### src/hdl/sha1h_pkg.sv
`default_nettype none
package sha1h_pkg;

  typedef struct packed {
    logic       opcode;
    logic [7:0] data_byte;
  } in_item_t;

  typedef struct packed {
    logic [31:0] digest_word;
    logic [2:0]  word_index;
    logic        last_word;
  } out_item_t;

  localparam logic OP_ADD    = 1'b0;
  localparam logic OP_FINISH = 1'b1;

  localparam logic [31:0] H0 = 32'h67452301;
  localparam logic [31:0] H1 = 32'hefcdab89;
  localparam logic [31:0] H2 = 32'h98badcfe;
  localparam logic [31:0] H3 = 32'h10325476;
  localparam logic [31:0] H4 = 32'hc3d2e1f0;

  localparam logic [31:0] K0 = 32'h5a827999;
  localparam logic [31:0] K1 = 32'h6ed9eba1;
  localparam logic [31:0] K2 = 32'h8f1bbcdc;
  localparam logic [31:0] K3 = 32'hca62c1d6;

  localparam logic [7:0] PAD_BYTE   = 8'h80;
  localparam logic [5:0] LEN_OFFSET = 6'd56;

  // byte source selected by the controller
  typedef enum logic [1:0] {
    SRC_DATA = 2'd0,
    SRC_PAD  = 2'd1,
    SRC_ZERO = 2'd2,
    SRC_LEN  = 2'd3
  } byte_src_t;

  typedef struct packed {
    logic       push;       // write byte into buffer, bump fill
    byte_src_t  src;
    logic       len_inc;    // count a message byte
    logic       comp_start; // load working regs from chaining value
    logic       round;      // run one round
    logic       comp_done;  // fold working regs into chaining value
    logic       reinit;     // restart message
    logic       load_w;     // load round word from buffer
  } dp_cmd_t;

  typedef struct packed {
    logic [5:0] fill;
    logic [6:0] round_idx;
  } dp_stat_t;

  function automatic logic [31:0] rotl(input logic [31:0] x, input int k);
    rotl = (x << k) | (x >> (32 - k));
  endfunction

endpackage
`default_nettype wire

### src/hdl/sha1h_ram.sv
`default_nettype none
module sha1h_ram #(
  parameter int WIDTH = 8,
  parameter int DEPTH = 64
) (
  input  wire logic                     clk,
  input  wire logic                     we,
  input  wire logic [$clog2(DEPTH)-1:0] waddr,
  input  wire logic [WIDTH-1:0]         wdata,
  input  wire logic [$clog2(DEPTH)-1:0] raddr,
  output logic      [WIDTH-1:0]         rdata
);
  logic [WIDTH-1:0] mem [DEPTH];

  always_ff @(posedge clk) begin
    if (we) begin
      mem[waddr] <= wdata;
    end
    rdata <= mem[raddr];
  end
endmodule
`default_nettype wire

### src/hdl/sha1h_datapath.sv
`default_nettype none
module sha1h_datapath (
  input  wire logic               clk,
  input  wire logic               rst_n,
  input  wire sha1h_pkg::dp_cmd_t cmd,
  input  wire logic [7:0]         data_byte,
  input  wire logic [2:0]         len_sel,
  input  wire logic [2:0]         out_sel,
  output sha1h_pkg::dp_stat_t     stat,
  output logic [31:0]             cv_word
);
  import sha1h_pkg::*;

  logic [5:0]  fill_r, fill_nxt;
  logic [60:0] len_r, len_nxt;
  logic [6:0]  rnd_r, rnd_nxt;
  logic [31:0] cv_r [5];
  logic [31:0] a_r, b_r, c_r, d_r, e_r;
  logic [31:0] w_r [16];
  logic [31:0] wasm_r;
  logic [7:0]  wbyte;
  logic [5:0]  waddr, raddr;
  logic [7:0]  rdata;
  logic [63:0] bits;
  logic [31:0] f, k, wt, wexp, tnew;
  logic        wlast;
  logic [3:0]  widx;

  assign bits = {len_r, 3'b000};

  always_comb begin
    case (cmd.src)
      SRC_DATA: wbyte = data_byte;
      SRC_PAD:  wbyte = PAD_BYTE;
      SRC_ZERO: wbyte = 8'h00;
      SRC_LEN:  wbyte = bits[{len_sel, 3'b000} +: 8];
      default:  wbyte = 8'h00;
    endcase
  end

  assign waddr = fill_r;
  // while loading, the round counter steps through the byte addresses
  assign raddr = rnd_r[5:0];

  sha1h_ram #(.WIDTH(8), .DEPTH(64)) u_buf (
    .clk(clk), .we(cmd.push), .waddr(waddr), .wdata(wbyte),
    .raddr(raddr), .rdata(rdata)
  );

  always_comb begin
    fill_nxt = fill_r;
    len_nxt  = len_r;
    rnd_nxt  = rnd_r;
    if (cmd.push) fill_nxt = fill_r + 6'd1;
    if (cmd.len_inc) len_nxt = len_r + 61'd1;
    if (cmd.comp_start) rnd_nxt = 7'd0;
    else if (cmd.round || cmd.load_w) rnd_nxt = rnd_r + 7'd1;
    if (cmd.reinit) begin
      fill_nxt = '0;
      len_nxt  = '0;
    end
  end

  always_ff @(posedge clk) begin
    if (!rst_n) begin
      fill_r <= '0;
      len_r  <= '0;
      rnd_r  <= '0;
    end else begin
      fill_r <= fill_nxt;
      len_r  <= len_nxt;
      rnd_r  <= rnd_nxt;
    end
  end

  assign stat.fill      = fill_r;
  assign stat.round_idx = rnd_r;

  always_comb begin
    if (rnd_r < 7'd20) begin
      f = (b_r & c_r) | (~b_r & d_r); k = K0;
    end else if (rnd_r < 7'd40) begin
      f = b_r ^ c_r ^ d_r; k = K1;
    end else if (rnd_r < 7'd60) begin
      f = (b_r & c_r) | (b_r & d_r) | (c_r & d_r); k = K2;
    end else begin
      f = b_r ^ c_r ^ d_r; k = K3;
    end
    wexp = rotl(w_r[13] ^ w_r[8] ^ w_r[2] ^ w_r[0], 1);
    wt   = (rnd_r < 7'd16) ? w_r[rnd_r[3:0]] : wexp;
    tnew = rotl(a_r, 5) + f + e_r + k + wt;
  end

  // byte n leaves the RAM in the cycle after its address; a word is complete
  // when its 4th byte arrives
  assign wlast = cmd.load_w && rnd_r[1:0] == 2'd0 && rnd_r[6:2] != 5'd0;
  assign widx  = rnd_r[5:2] - 4'd1;

  always_ff @(posedge clk) begin
    if (cmd.load_w) begin
      wasm_r <= {wasm_r[23:0], rdata};
    end
    if (wlast) begin
      w_r[widx] <= {wasm_r[23:0], rdata};
    end else if (cmd.round && rnd_r >= 7'd16) begin
      for (int i = 0; i < 15; i++) w_r[i] <= w_r[i+1];
      w_r[15] <= wexp;
    end
  end

  always_ff @(posedge clk) begin
    if (!rst_n) begin
      cv_r[0] <= H0; cv_r[1] <= H1; cv_r[2] <= H2; cv_r[3] <= H3; cv_r[4] <= H4;
    end else if (cmd.reinit) begin
      cv_r[0] <= H0; cv_r[1] <= H1; cv_r[2] <= H2; cv_r[3] <= H3; cv_r[4] <= H4;
    end else if (cmd.comp_done) begin
      cv_r[0] <= cv_r[0] + a_r;
      cv_r[1] <= cv_r[1] + b_r;
      cv_r[2] <= cv_r[2] + c_r;
      cv_r[3] <= cv_r[3] + d_r;
      cv_r[4] <= cv_r[4] + e_r;
    end
  end

  always_ff @(posedge clk) begin
    if (cmd.comp_start) begin
      a_r <= cv_r[0]; b_r <= cv_r[1]; c_r <= cv_r[2]; d_r <= cv_r[3]; e_r <= cv_r[4];
    end else if (cmd.round) begin
      e_r <= d_r; d_r <= c_r; c_r <= rotl(b_r, 30); b_r <= a_r; a_r <= tnew;
    end
  end

  assign cv_word = cv_r[out_sel];
endmodule
`default_nettype wire

### src/hdl/sha1h_ctrl.sv
`default_nettype none
module sha1h_ctrl (
  input  wire logic                 clk,
  input  wire logic                 rst_n,
  input  wire logic                 in_valid,
  output logic                      in_ready,
  input  wire logic                 in_opcode,
  output logic                      out_valid,
  input  wire logic                 out_ready,
  output logic [2:0]                out_idx,
  input  wire sha1h_pkg::dp_stat_t  stat,
  output sha1h_pkg::dp_cmd_t        cmd,
  output logic [2:0]                len_sel,
  output logic                      push_last
);
  import sha1h_pkg::*;

  typedef enum logic [6:0] {
    ST_IDLE  = 7'b0000001,
    ST_PAD   = 7'b0000010,
    ST_LEN   = 7'b0000100,
    ST_LOAD  = 7'b0001000,
    ST_ROUND = 7'b0010000,
    ST_FOLD  = 7'b0100000,
    ST_OUT   = 7'b1000000
  } state_t;

  state_t state_r, state_nxt;
  logic       fin_r, fin_nxt;     // in finish sequence
  logic       after_r, after_nxt; // phase to return to after compression
  logic [2:0] cnt_r, cnt_nxt;
  logic [6:0] ld_r, ld_nxt;       // load step counter (64 reads plus the RAM read register)

  assign in_ready  = state_r == ST_IDLE;
  assign out_valid = state_r == ST_OUT;
  assign out_idx   = cnt_r;
  assign len_sel   = 3'd7 - cnt_r;
  assign push_last = cmd.push && stat.fill == 6'd63;

  always_comb begin
    state_nxt = state_r;
    fin_nxt   = fin_r;
    after_nxt = after_r;
    cnt_nxt   = cnt_r;
    ld_nxt    = ld_r;
    cmd       = '0;
    cmd.src   = SRC_DATA;
    case (state_r)
      ST_IDLE: begin
        if (in_valid) begin
          cmd.push = 1'b1;
          if (in_opcode == OP_ADD) begin
            cmd.len_inc = 1'b1;
            cmd.src     = SRC_DATA;
          end else begin
            cmd.src = SRC_PAD;
            fin_nxt = 1'b1;
          end
          if (stat.fill == 6'd63) begin
            state_nxt = ST_LOAD;
            ld_nxt    = '0;
            cmd.comp_start = 1'b1;
          end else if (in_opcode == OP_FINISH) begin
            state_nxt = (stat.fill == LEN_OFFSET - 6'd1) ? ST_LEN : ST_PAD;
            cnt_nxt   = '0;
          end
        end
      end
      ST_PAD: begin
        cmd.push = 1'b1;
        cmd.src  = SRC_ZERO;
        if (stat.fill == 6'd63) begin
          state_nxt = ST_LOAD;
          ld_nxt    = '0;
          cmd.comp_start = 1'b1;
        end else if (stat.fill == LEN_OFFSET - 6'd1) begin
          state_nxt = ST_LEN;
          cnt_nxt   = '0;
        end
      end
      ST_LEN: begin
        cmd.push = 1'b1;
        cmd.src  = SRC_LEN;
        cnt_nxt  = cnt_r + 3'd1;
        if (cnt_r == 3'd7) begin
          state_nxt = ST_LOAD;
          ld_nxt    = '0;
          cmd.comp_start = 1'b1;
          after_nxt = 1'b1;
        end
      end
      ST_LOAD: begin
        cmd.load_w = 1'b1;
        ld_nxt = ld_r + 7'd1;
        if (ld_r == 7'd64) begin
          state_nxt = ST_ROUND;
          cmd.comp_start = 1'b1;
        end
      end
      ST_ROUND: begin
        cmd.round = 1'b1;
        if (stat.round_idx == 7'd79) state_nxt = ST_FOLD;
      end
      ST_FOLD: begin
        cmd.comp_done = 1'b1;
        if (after_r) begin
          state_nxt = ST_OUT;
          cnt_nxt   = '0;
        end else if (fin_r) begin
          state_nxt = ST_PAD;
        end else begin
          state_nxt = ST_IDLE;
        end
      end
      ST_OUT: begin
        if (out_ready) begin
          cnt_nxt = cnt_r + 3'd1;
          if (cnt_r == 3'd4) begin
            cmd.reinit = 1'b1;
            state_nxt  = ST_IDLE;
            fin_nxt    = 1'b0;
            after_nxt  = 1'b0;
          end
        end
      end
      default: state_nxt = ST_IDLE;
    endcase
  end

  always_ff @(posedge clk) begin
    if (!rst_n) begin
      state_r <= ST_IDLE;
      fin_r   <= 1'b0;
      after_r <= 1'b0;
      cnt_r   <= '0;
      ld_r    <= '0;
    end else begin
      state_r <= state_nxt;
      fin_r   <= fin_nxt;
      after_r <= after_nxt;
      cnt_r   <= cnt_nxt;
      ld_r    <= ld_nxt;
    end
  end

  assert property (@(posedge clk) disable iff (!rst_n) $onehot(state_r))
    else $error("state not one-hot");
  assert property (@(posedge clk) disable iff (!rst_n)
    state_r == ST_ROUND && stat.round_idx == 7'd79 |=> state_r == ST_FOLD)
    else $error("round count overrun");
  assert property (@(posedge clk) disable iff (!rst_n)
    out_valid |-> cnt_r <= 3'd4)
    else $error("digest index out of range");
endmodule
`default_nettype wire

### src/hdl/sha1_byte_stream_hasher_core.sv
// SHA-1 hasher fed one byte per word. An add word is taken while the core is
// idle; the 64th byte of a block starts a buffer read into the schedule
// window (one RAM port, one byte per cycle, behind the RAM read register),
// 80 rounds (one round per cycle) and a fold step, during which no new word
// is taken.
// A finish word pads, compresses one or two blocks, then presents five
// digest words, most significant first.
`default_nettype none
module sha1_byte_stream_hasher_core (
  input  wire logic                 clk,
  input  wire logic                 rst_n,
  input  wire logic                 in_valid,
  output logic                      in_ready,
  input  wire sha1h_pkg::in_item_t  in_data,
  output logic                      out_valid,
  input  wire logic                 out_ready,
  output sha1h_pkg::out_item_t      out_data
);
  import sha1h_pkg::*;

  dp_cmd_t    cmd;
  dp_stat_t   stat;
  logic [2:0] len_sel, out_idx;
  logic [31:0] cv_word;
  logic       push_last;

  sha1h_ctrl u_ctrl (
    .clk(clk), .rst_n(rst_n), .in_valid(in_valid), .in_ready(in_ready),
    .in_opcode(in_data.opcode), .out_valid(out_valid), .out_ready(out_ready),
    .out_idx(out_idx), .stat(stat), .cmd(cmd), .len_sel(len_sel),
    .push_last(push_last)
  );

  sha1h_datapath u_dp (
    .clk(clk), .rst_n(rst_n), .cmd(cmd), .data_byte(in_data.data_byte),
    .len_sel(len_sel), .out_sel(out_idx),
    .stat(stat), .cv_word(cv_word)
  );

  assign out_data.digest_word = cv_word;
  assign out_data.word_index  = out_idx;
  assign out_data.last_word   = out_idx == 3'd4;

  assert property (@(posedge clk) disable iff (!rst_n)
    push_last |=> !in_ready)
    else $error("full block not compressed");
endmodule
`default_nettype wire

### config.mk
export PLATFORM = sky130hd
export DESIGN_NAME = sha1_byte_stream_hasher_core
export DESIGN_NICKNAME = d
export VERILOG_FILES = /design/src/hdl/sha1h_pkg.sv /design/src/hdl/sha1h_ram.sv /design/src/hdl/sha1h_datapath.sv /design/src/hdl/sha1h_ctrl.sv /design/src/hdl/sha1_byte_stream_hasher_core.sv
export SDC_FILE = /design/constraint.sdc
export NUM_CORES = 2
export LEC_CHECK = 0
export BUFFER_PORTS_ARGS = -buffer_cell sky130_fd_sc_hd__buf_2
export CAP_MARGIN = 0
export CORE_MARGIN = 1.5
export CORE_UTILIZATION = 65
export CTS_CLUSTER_SIZE = 25
export DETAILED_ROUTE_END_ITERATION = 6
export PLACE_DENSITY_LB_ADDON = 0.12
export SLEW_MARGIN = 15
export SYNTH_ARGS = -nofsm -noshare
export SYNTH_HDL_FRONTEND = slang
export SYNTH_SLANG_ARGS = --single-unit
### constraint.sdc
create_clock -name clk -period 12.32 [get_ports clk]
set_input_delay 2.464 -clock clk [delete_from_list [all_inputs] [get_ports clk]]
set_output_delay 2.464 -clock clk [all_outputs]
set_load 0.05 [all_outputs]
==> results.json <==
{
  "grtUsageTotal_pct": 32.9,
  "fin_skew_ns": 0.0503,
  "final_nets": 5964,
  "synth-edff-count": 1368,
  "max_slew_margin_pct": 23.9,
  "viasPerCell": 6.62,
  "p_per_area_nw_per_um2": 130,
  "hold_viol": 0,
  "top_layer": "met4",
  "syn_area_per_cell_sq_um": 13.5,
  "wl_met1_um": 76500,
  "dpl-instance-area_sq_um": 78400,
  "cap_violations": 0,
  "hold_class": "flop to flop",
  "pre_cts_ws_ns": 4.90,
  "cp-start-kind": "flop",
  "rrSetupSlack_ns": 4.84,
  "synth_seq_cells": 1476,
  "setup_violations": 0,
  "fmax_mhz": 134,
  "yosysWarnings": 0,
  "grt_overflow": 0,
  "drive_above_1_share_pct": 14.2,
  "clock_latency_ns": 0.79,
  "fillers": 7749,
  "cts_max_level": 4,
  "async_reset_ff_share_pct": 0,
  "routedWlPerCell_um": 26.8,
  "gp_congestion": 0.953,
  "cts_buffers": 155,
  "cts_num_sinks": 1476,
  "ys.flop_type": "edfxtp_1",
  "io_pins": 51,
  "fp.dieH_um": 346,
  "final_cell_area_sq_um": 83400,
  "ys_types": 84,
  "finish.utilization_pct": 71.5,
  "critPathMaxFanout": 87,
  "cp_common_cell": "fa_1",
  "row_count": 125,
  "synth_commonest_cells": "1368 x edfxtp_1, 598 x nand2_1, 589 x a21o_1, 372 x mux4_2, 321 x nor2_1",
  "core_area_sq_um": 117000,
  "start_util_pct": 65.7,
  "tns_ns": 0,
  "synth_area_leaders": "edfxtp_1 54%, mux4_2 11%, a21o_1 5.8%",
  "grt_pass1_wl_um": 296000,
  "fin_crit_ns": 7.48,
  "first_pass_iters": 6,
  "wl_met3_um": 15200,
  "syn_inst": 5678,
  "cts_tree": "yes",
  "clk_path_buf_depth": 3,
  "ys_seq_area_share_pct": 56.5,
  "yosysTopAreaCell": "edfxtp_1",
  "die_w_um": 346,
  "syn_area_sq_um": 76600,
  "tightest_slew_ns": 1.11,
  "die_area_sq_um": 120000,
  "arrival_ns": 7.95,
  "required_ns": 12.79,
  "ir_drop_uv": 163,
  "io_buffers": 50,
  "drc_errors": 0,
  "rr_worst_depth": 19,
  "slowest_delay_ns": 0.88,
  "synthMostInstantiatedCell": "edfxtp_1",
  "drtIter0Drc": 5442,
  "end_kind": "flop",
  "cp_cell_sequence": "buf_12 -> mux4_2 -> mux4_2 -> o21ai_0 -> fa_1 -> inv_1 -> fa_1 -> fa_1 -> ha_1 -> o21a_1 -> o21a_1 -> o32a_1 -> o31a_1 -> a2111oi_0 -> or3_1 -> o2111a_1 -> o21bai_1 -> xnor2_1 -> o21ai_0",
  "timing.rr.end": "u_dp.a_r[31]",
  "post-route-period-util_pct": 60.7,
  "worst_slack_ns": 4.84,
  "antenna_found_initial": 1,
  "syn2layout_area_growth_pct": 8.83,
  "crit_path_end": "u_dp.a_r[31]",
  "dr_total_vias": 48200,
  "grt_max_degree": 146,
  "ant_nets": 0,
  "post_cts_resized": 0,
  "status": "finished clean",
  "wl_met2_um": 95200,
  "post-cts-setup-buffer-count": 0,
  "cts_root_buf": "clkbuf_16",
  "syn-num-nets": 6018,
  "rsz0062_at_grt": "no",
  "path_class": "flop to flop",
  "path_clk_slew_ns": 0.06,
  "dpl.hpwl_um": 125000,
  "finalWirelength_um": 195000,
  "first_global_vias": 47700,
  "crit_path_top_delay_cell": "dfxtp_4",
  "slew_viol_final": 0,
  "holdBufCountCts": 0,
  "netlist.area_leader.share_pct": 53.6,
  "power.leakage_nw": 30.6
}
==> sequential cells by signal (all words and copies together) (netlist names), named ones only <==
signal            flops
u_dp.u_buf.mem      512
u_dp.w_r            512
u_dp.cv_r           160
u_dp.len_r           61
u_dp.a_r             32
u_dp.b_r             32
u_dp.c_r             32
u_dp.d_r             32
u_dp.e_r             32
u_dp.wasm_r          24
u_dp.u_buf.rdata      8
u_ctrl.ld_r           7
u_ctrl.state_r        7
u_dp.rnd_r            7
u_dp.fill_r           6
u_ctrl.out_idx        3
u_ctrl.after_r        1
u_ctrl.fin_r          1
==> report_power, final <==
part	switching [mW]	internal (mW)	total, mW
combinational	0.373	0.177	0.551
sequential	0.0338	5.62	5.65
clock	2.03	2.56	4.60
total	2.44	8.36	10.8
==> worst min-delay path by stage <==
stage,from,endpoint,slack [ns],cells past startpoint
detailed placement,u_dp.u_buf.rdata[5],u_dp.wasm_r[5],0.41,0
floorplan,u_dp.u_buf.rdata[0],u_dp.wasm_r[0],0.40,0
global placement,u_dp.u_buf.rdata[5],u_dp.wasm_r[5],0.41,0
CTS,u_dp.u_buf.rdata[5],u_dp.wasm_r[5],0.42,0
global route,u_dp.u_buf.rdata[7],u_dp.wasm_r[7],0.44,0
finish,u_dp.u_buf.rdata[5],u_dp.wasm_r[5],0.42,0
==> cell families after synthesis <==
logic type	Yosys count	share of synthesized area [%]
buffers and inverters	584	2.90
multiplexers	447	12.0
XOR/XNOR	328	3.75
flip-flops	1476	56.5
AO/OA/AOI/OAI	1246	11.0
adder cells (fa/ha/maj)	327	6.48
AND/OR/NAND/NOR	1270	7.38
==> area by class of cell <==
type	instances	area (sq um)	share of cell area, %
repair buffers	113	764	0.917
inverters	260	977	1.17
clock inverters	94	820	0.983
diodes	1	2.50	0.00300
clock buffers	194	4150	4.98
multi-input cells	3618	31500	37.8
flip-flops and latches	1476	43300	51.9
well taps	1524	1910	2.29
==> stage by stage <==
step / power (mW) / hold slack [ns] / std cells
CTS: 10.8 / 0.421 / 7279
floorplan: 6.13 / 0.400 / 5678
global route: 11.1 / 0.443 / 7279
detailed placement: 6.30 / 0.407 / 6991
global placement: 6.27 / 0.409 / 6991
finish: 10.8 / 0.422 / 7280
==> worst max-delay path: cells and delay by family, from the launching register on <==
family          cells  cell delay (ns)
compound gates      9             2.40
xor+xnor            1             0.14
fa+ha+maj           4             1.75
buf+inv             2             0.67
flops               1             0.88
mux                 2             1.04
simple gates        1             0.25
==> cells in the final DEF, fill, tap and decap left out, types with 157 or more instances in the layout <==
cell / instances
edfxtp_1: 1368
nand2_1: 596
o21ai_0: 208
nor2_1: 320
inv_1: 258
a21o_1: 589
a21oi_1: 177
clkbuf_16: 157
mux4_2: 372
ha_1: 211
xnor2_1: 198
==> metal layers <==
layer / global-route usage, % / vias up
met2: 53.1 / 2253
met4: 13.5 / 0
met1: 45.1 / 24400
li1: - / 21200
met3: 5.12 / 391
met5: 0 / -
Note: power is estimated with default switching activity, not from simulation.
